### src/rtl/core/rac_pkg.sv
// Shared types and constants for the range add / copy / sum array.
// Depends on nothing; rac_walk, the top level and the bench import it.
package rac_pkg;

	localparam int DEPTH  = 1024;
	localparam int ADDR_W = $clog2(DEPTH);
	localparam int LEN_W  = $clog2(DEPTH + 1);
	// bounds arithmetic: index fields are 11 bits and index + span reaches 12
	localparam int CALC_W = (LEN_W > 12) ? LEN_W : 12;

	typedef enum logic [1:0] {
		FUNC_LOAD = 2'd0,
		FUNC_ADD  = 2'd1,
		FUNC_COPY = 2'd2,
		FUNC_SUM  = 2'd3
	} func_t;

	typedef struct packed {
		logic [1:0]         func;
		logic [10:0]        first_index;
		logic [10:0]        second_index;
		logic [9:0]         span;
		logic signed [31:0] amount;
	} req_word_t;

	typedef struct packed {
		logic signed [63:0] range_total;
		logic               bad_range;
	} rsp_word_t;

	// one walk over the store, issued by the top level
	typedef struct packed {
		func_t              op;
		logic [ADDR_W-1:0]  rd_start;
		logic [ADDR_W-1:0]  wr_start;
		logic [ADDR_W-1:0]  last;
		logic               descend;
		logic signed [31:0] amount;
	} walk_cmd_t;

	typedef struct packed {
		logic               done;
		logic signed [63:0] total;
	} walk_stat_t;

endpackage

### src/rtl/core/rac_walk.sv
// Store walker: drives the value RAM for loads and range walks, one entry a cycle.
// Depends on rac_pkg.
module rac_walk
	import rac_pkg::*;
(
	input  logic              clk,
	input  logic              arst_n,
	input  logic              start,
	input  walk_cmd_t         cmd,
	output walk_stat_t        stat,
	output logic              ram_we,
	output logic [ADDR_W-1:0] ram_waddr,
	output logic [31:0]       ram_wdata,
	output logic              ram_re,
	output logic [ADDR_W-1:0] ram_raddr,
	input  logic [31:0]       ram_rdata
);

	typedef enum logic {
		W_IDLE,
		W_RUN
	} wstate_t;

	wstate_t            wstate_q;
	func_t              op_q;
	logic [ADDR_W-1:0]  rd_addr_q;
	logic [ADDR_W-1:0]  wr_addr_q;
	logic [ADDR_W-1:0]  remain_q;
	logic               descend_q;
	logic signed [31:0] amount_q;
	logic signed [63:0] acc_q;
	logic               valid_s1;
	logic               last_s1;
	logic [ADDR_W-1:0]  wr_addr_s1;

	logic               issue;
	logic signed [63:0] acc_next;
	logic               walk_we;
	logic [31:0]        walk_wdata;

	assign issue    = (wstate_q == W_RUN);
	assign acc_next = acc_q + 64'(signed'(ram_rdata));

	always_comb begin
		walk_we    = 1'b0;
		walk_wdata = ram_rdata;
		case (op_q)
			FUNC_ADD: begin
				walk_we    = valid_s1;
				walk_wdata = ram_rdata + amount_q;
			end
			FUNC_COPY: begin
				walk_we    = valid_s1;
				walk_wdata = ram_rdata;
			end
			default: begin
				walk_we    = 1'b0;
				walk_wdata = ram_rdata;
			end
		endcase
	end

	// a load writes in its accept cycle; walk writes use the registered read data, tracked by valid_s1 and wr_addr_s1
	always_comb begin
		if (walk_we) begin
			ram_we    = 1'b1;
			ram_waddr = wr_addr_s1;
			ram_wdata = walk_wdata;
		end else begin
			ram_we    = start && (cmd.op == FUNC_LOAD);
			ram_waddr = cmd.wr_start;
			ram_wdata = cmd.amount;
		end
	end

	assign ram_re    = issue;
	assign ram_raddr = rd_addr_q;

	assign stat.done  = valid_s1 && last_s1;
	assign stat.total = acc_next;

	always_ff @(posedge clk or negedge arst_n) begin
		if (!arst_n) begin
			wstate_q   <= W_IDLE;
			op_q       <= FUNC_LOAD;
			rd_addr_q  <= '0;
			wr_addr_q  <= '0;
			remain_q   <= '0;
			descend_q  <= 1'b0;
			amount_q   <= '0;
			acc_q      <= '0;
			valid_s1   <= 1'b0;
			last_s1    <= 1'b0;
			wr_addr_s1 <= '0;
		end else begin
			valid_s1 <= issue;
			if (issue) begin
				last_s1    <= (remain_q == '0);
				wr_addr_s1 <= wr_addr_q;
			end
			if (valid_s1) begin
				acc_q <= acc_next;
			end
			case (wstate_q)
				W_IDLE: begin
					if (start && (cmd.op != FUNC_LOAD)) begin
						wstate_q  <= W_RUN;
						op_q      <= cmd.op;
						rd_addr_q <= cmd.rd_start;
						wr_addr_q <= cmd.wr_start;
						remain_q  <= cmd.last;
						descend_q <= cmd.descend;
						amount_q  <= cmd.amount;
						acc_q     <= '0;
					end
				end
				W_RUN: begin
					// advance both pointers; stop issuing after the final entry
					if (descend_q) begin
						rd_addr_q <= rd_addr_q - 1'b1;
						wr_addr_q <= wr_addr_q - 1'b1;
					end else begin
						rd_addr_q <= rd_addr_q + 1'b1;
						wr_addr_q <= wr_addr_q + 1'b1;
					end
					if (remain_q == '0) begin
						wstate_q <= W_IDLE;
					end else begin
						remain_q <= remain_q - 1'b1;
					end
				end
				default: begin
					wstate_q <= W_IDLE;
				end
			endcase
		end
	end

endmodule

### config.mk
export PLATFORM = sky130hd
export DESIGN_NAME = rac_walk
export DESIGN_NICKNAME = d
export VERILOG_FILES = /design/src/rtl/core/rac_pkg.sv /design/src/rtl/core/rac_walk.sv
export SDC_FILE = /design/constraint.sdc
export NUM_CORES = 1
export LEC_CHECK = 0
export BUFFER_PORTS_ARGS = -buffer_cell sky130_fd_sc_hd__buf_2
export CAP_MARGIN = 20
export CELL_PAD_IN_SITES_DETAIL_PLACEMENT = 1
export CELL_PAD_IN_SITES_GLOBAL_PLACEMENT = 1
export CORE_ASPECT_RATIO = 1.75
export CORE_MARGIN = 2
export CORE_UTILIZATION = 46
export CTS_CLUSTER_SIZE = 14
export DETAILED_ROUTE_END_ITERATION = 7
export PLACE_DENSITY = 0.9
export SLEW_MARGIN = 30
export SYNTH_ARGS = -nofsm -noshare
export SYNTH_HDL_FRONTEND = slang
export SYNTH_SLANG_ARGS = --single-unit
### constraint.sdc
create_clock -name clk -period 5.3 [get_ports clk]
set_input_delay 0.53 -clock clk [delete_from_list [all_inputs] [get_ports clk]]
set_output_delay 0.53 -clock clk [all_outputs]
set_load 0.05 [all_outputs]
==> impl_metrics.yaml, run 1 <==
synth:
  synth-seq-area-share_pct: 27.87
  async_flop_share_pct: 100.0
  synth_cells: 1595
  synth_ff_type: "dfrtp_1"
  synth_nets: 1811
  synth-edff-count: 0
  syn_avg_cell_area_um2: 7.994
  netlist_area_um2: 12750
  synth_seq_cells: 142
  yosysWarnings: 0
  ys_types: 83
global_routing:
  antenna_found_initial: 6
  grt_pass1_wl_um: 74670
  grtUsageTotal_pct: 32.87
  grt_remaining_overflow: 0
  grt_max_degree: 76
  grt_pass1_vias: 14430
placement:
  gp_congestion: 0.9341
  dpl.hpwl_um: 36240
  port_buffers: 218
cts:
  post-cts-setup-buffers: 0
  cts_root_buf: "clkbuf_16"
  cts_max_path_buffers: 2
  cts_tree: "built"
  cts_resized: 0
  cts.clk_slew.worst_paths_ns: 0.07
  cts_sinks: 142
  hold_buffers: 0
  numCtsBuffers: 17
  cts_max_level: 4
  insertion_delay_ns: 0.47
sta:
  min_period_ns: 4.861
  worst_pin_slew_ns: 0.8408
  finalSetupViolations: 0
  skew_ns: 0.01242
  tns_ns: 0
  slew_violations: 0
  relSlewSlack_pct: 43.95
  grt_setup_unrepaired: "no"
  finalHoldViolCount: 0
  fmax_mhz: 205.7
  timing.final.crit_share_pct: 91.72
routing:
  top_layer_used: "met5"
  drc: 0
  drt_iter0_markers: 580
  drt_pass1_iterations: 6
  wl_per_cell_um: 22.02
  wl_met3_um: 2215
  wl_met2_um: 25980
  routed_wl_um: 47510
  postRouteAntennaNets: 0
  wl_met1_um: 16480
  vias: 13130
  vias_per_cell: 6.086
hold_path:
  hp-class: "input port to async pin"
cells_and_area:
  nFillCells: 3479
  drive_gt1_share_pct: 17.41
  area_growth_pct: 15.67
  layout.nets: 1989
setup_path:
  crit_family: "compound AO/OA/AOI/OAI gates"
  crit_required_ns: 4.77
  worst-path-max-fanout: 3
  crit_top_cell: "a31oi_1"
  cp_slowest_cell: "o41ai_1"
  cp.arrival_ns: 4.33
  reg2reg_slack_ns: 1.78
  cp-end-kind: "primary output"
  crit_chain: "ha_1 > inv_1 > fa_1 > nor2b_1 > o31ai_1 > a21boi_0 > o21ai_0 > a21o_1 > a31oi_1 > a31oi_1 > o41ai_1 > a221oi_1 > a31oi_1 > buf_2"
  crit_buf_inv: 2
  crit_type: "flop to primary output"
  critPathMaxStageDelay_ns: 0.42
  startpoint_type: "flop"
flow_run:
  drv_cap: 0
floorplanning:
  io_pins: 219
  rows: 80
  dieArea_um2: 29120
  core_um2: 27230
  die_h_um: 224.2
  die_x_um: 129.9
  start_util_pct: 46.83
run_status:
  status: "completed"
stage by stage:
step	hold slack, ns	setup slack, ns	cell area, um^2	util, %	instances
detailed placement	0.4694	0.7747	14150	51.99	2123
CTS	0.05135	0.5435	14740	54.15	2155
floorplan	0.2344	1.177	12750	-	1595
global route	0.06627	0.2832	14750	54.17	2158
finish	0.02814	0.4390	14750	54.17	2158
global placement	0.4620	0.8378	14150	51.99	2123
metal layers:
metal  vias up  GRT usage [%]
met2       429          61.66
met1      6499          32.27
met3       169          6.755
met5         -              0
li1       6031              -
met4         6          19.60
state kept, by name, indices dropped and copies added (netlist names):
name,cells
wr_addr_q,10
valid_s1,1
last_s1,1
amount_q,32
op_q,2
ram_raddr,10
descend_q,1
acc_q,64
ram_re,1
remain_q,10
wr_addr_s1,10
worst paths after layout:
kind | startpoint | to | cells after the start
setup / recovery | amount_q[0] | ram_wdata[28] | 14
hold / removal | arst_n | wr_addr_q[5] | 1
setup reg to reg | acc_q[16] | acc_q[60] | 11
hold reg to reg | amount_q[19] | amount_q[19] | 2
max in group asynchronous | arst_n | ram_re | 2
min in group clk | cmd[4] | amount_q[4] | 3
cell usage after synthesis (15+ instances only):
master	count	area [um^2]
xnor2_1	71	621.9
a211oi_1	16	120.1
a21oi_1	144	720.7
nand4_1	16	100.1
a31oi_1	18	112.6
nor2_1	136	510.5
mux2i_1	79	790.8
clkbuf_1	47	176.4
a21o_1	70	525.5
dfrtp_1	142	3553
o21ai_0	105	525.5
xor2_1	38	332.8
and3_1	18	112.6
ha_1	112	1401
inv_1	36	135.1
nor3_1	24	120.1
nand3_1	24	120.1
o21bai_1	19	142.6
nand2_1	281	1055
buf_2	15	75.07
layout make-up:
cell class                 count  area [um^2]  area share [%]
clock buffer                  18        439.2           2.978
clock inverter                14        147.6           1.001
timing repair buffer         233         1222           8.288
multi-input combinational   1341         8770           59.46
inverter                      38        142.6          0.9671
antenna                        3        7.507         0.05090
tap                          369        461.7           3.130
sequential                   142         3558           24.13
cells by family after synthesis:
family                     after synthesis  synth area share, %
and+or+nand+nor                        562                19.36
AOI/OAI and AO/OA                      464                22.97
DFF                                    142                27.87
adders and majority gates              116                11.62
buffers and inverters                  112                3.483
xor gates and xnor gates               110                7.615
muxes                                   89                7.085
cell usage in the layout, fill, tap and decap left out, drive strengths merged, types with 45 or more instances in the layout:
cell / count
xnor2: 71
a21o: 71
ha: 112
o21ai: 113
inv: 45
nor2: 136
nand2: 282
a21oi: 145
mux2i: 79
buf: 233
dfrtp: 142
Power of run 1 is left out: the tool's default activity adds up to more than one toggle a clock period on the data nets, which glitch-free logic cannot reach.
==> run 2: changes to the inputs <==
--- a/config.mk
+++ b/config.mk
@@ -14,7 +14,9 @@
 export CORE_UTILIZATION = 46
 export CTS_CLUSTER_SIZE = 14
 export DETAILED_ROUTE_END_ITERATION = 7
+export GPL_TIMING_DRIVEN = 0
 export PLACE_DENSITY = 0.9
+export SKIP_CTS_REPAIR_TIMING = 1
 export SLEW_MARGIN = 30
 export SYNTH_ARGS = -nofsm -noshare
 export SYNTH_HDL_FRONTEND = slang
==> run 2 against run 1 <==
Effect of this change: sequential cell count did not move; clock-buffer cell count rose by 1; wire length rose by 3.6%; maximum frequency fell by 3.2%; critical path depth fell by 3; register-to-register slack got worse by 0.29 ns.
==> impl_metrics.yaml, run 2 (same netlist as run 1, synthesis figures left out) <==
sta:
  finalHoldViolCount: 0
  min_period_ns: 5.022
  slew_violations: 0
  worst_hold_slack_ns: 0.04419
  grt_setup_unrepaired: "no"
  tns_ns: 0
  skew_ns: 0.01001
  relSlewSlack_pct: 35.75
  fmax_mhz: 199.1
  worst_pin_slew_ns: 0.9637
  timing.final.crit_share_pct: 94.75
  finalSetupViolations: 0
cts:
  numCtsBuffers: 17
  cts_max_level: 4
  insertion_delay_ns: 0.46
  cts_root_buf: "clkbuf_16"
  cts_tree: "built"
  cts.clk_slew.worst_paths_ns: 0.06
  cts_max_path_buffers: 2
  cts_sinks: 142
setup_path:
  crit_top_cell: "nand2_1"
  reg2reg_slack_ns: 1.49
  critPathMaxStageDelay_ns: 0.76
  crit_chain: "ha_1 > nand2_1 > nor4_1 > o211ai_1 > nand2_1 > a21oi_1 > o31ai_2 > a31oi_1 > o21ai_1 > xor2_1 > buf_2"
  cp_slowest_cell: "o31ai_2"
  cp.arrival_ns: 4.49
  startpoint_type: "flop"
  r2r-end: "acc_q[60]"
  cp-end-kind: "primary output"
  crit_required_ns: 4.77
  worst-path-max-fanout: 6
  crit_type: "flop to primary output"
  r2r_cells: 11
  critPathCapture: "stat[60]"
  worstReg2RegStart: "acc_q[17]"
  crit_start: "acc_q[17]"
routing:
  drt_pass1_iterations: 4
  wl_per_cell_um: 22.20
  vias_per_cell: 6.027
  drt_iter0_markers: 617
  drc: 0
  routed_wl_um: 49200
  postRouteAntennaNets: 0
  vias: 13360
global_routing:
  grt_remaining_overflow: 0
  grt_pass1_vias: 14730
  grt_max_degree: 77
  antenna_found_initial: 4
  grtUsageTotal_pct: 33.95
  grt_pass1_wl_um: 76270
run_status:
  status: "completed"
floorplanning:
  die_x_um: 129.9
  rows: 80
  core_um2: 27230
  start_util_pct: 46.83
  die_h_um: 224.2
  dieArea_um2: 29120
  io_pins: 219
cells_and_area:
  reg_top3: "acc_q (64), amount_q (32)"
  seqCellArea_um2: 3553
  layout_commonest_cell: "nand2_1"
  final_cell_mix: "nand2_1, buf_2, a21oi_1, dfrtp_1, nor2_1"
  area_growth_pct: 17.18
  top_register: "acc_q"
  layout.nets: 2049
  largest_reg_flops: 64
  multi_input_area_um2: 8753
  drive_gt1_share_pct: 16.58
  nFillCells: 3464
flow_run:
  drv_cap: 0
placement:
  dpl.hpwl_um: 39010
  gp_congestion: 0.9481
  port_buffers: 218
hold_path:
  hp-class: "input port to async pin"
run 2: critical path: cells and delay by family (launching register included):
kind,cells,cell delay (ns)
AO/OA/AOI/OAI,5,1.81
flip-flops,1,0.39
buffers and inverters,1,0.32
XOR/XNOR,1,0.28
AND/OR/NAND/NOR,3,0.83
adder cells (fa/ha/maj),1,0.40
run 2: layout make-up:
cell class,instances,share of cell area [%]
Clock inverter,13,1.105
Antenna cell,1,0.01675
Buffer,74,2.018
Timing Repair Buffer,219,7.553
Clock buffer,19,2.897
Sequential cell,142,23.78
Inverter,38,0.9546
Multi-Input combinational cell,1341,58.58
Tap cell,369,3.090
run 2: routing by layer:
layer,GRT usage (%),vias to the layer above,share of wire (%)
met4,23.59,6,7.2
li1,-,6165,-
met3,6.565,207,4.0
met2,63.33,412,54
met1,32.44,6566,35
met5,0,-,0.085
run 2: through the flow:
stage / std cells / setup slack (ns) / instance area (um^2) / util [%]
2_1_floorplan: 1595 / 1.177 / 12750 / -
3_3_place_gp: 2182 / 0.5495 / 14300 / 52.54
3_5_place_dp: 2183 / 0.5294 / 14340 / 52.67
4_1_cts: 2215 / 0.3247 / 14940 / 54.87
5_1_grt: 2216 / 0.1489 / 14940 / 54.88
6_report: 2216 / 0.2781 / 14940 / 54.88
run 2: worst min-delay path by stage:
stage,to,slack (ns),cells past startpoint
2_1_floorplan,acc_q[0],0.23,0
3_3_place_gp,valid_s1,0.45,0
3_5_place_dp,valid_s1,0.46,0
4_1_cts,amount_q[18],0.06,1
5_1_grt,amount_q[18],0.09,1
6_report,amount_q[18],0.04,1
Power of run 2 is left out for the same reason.
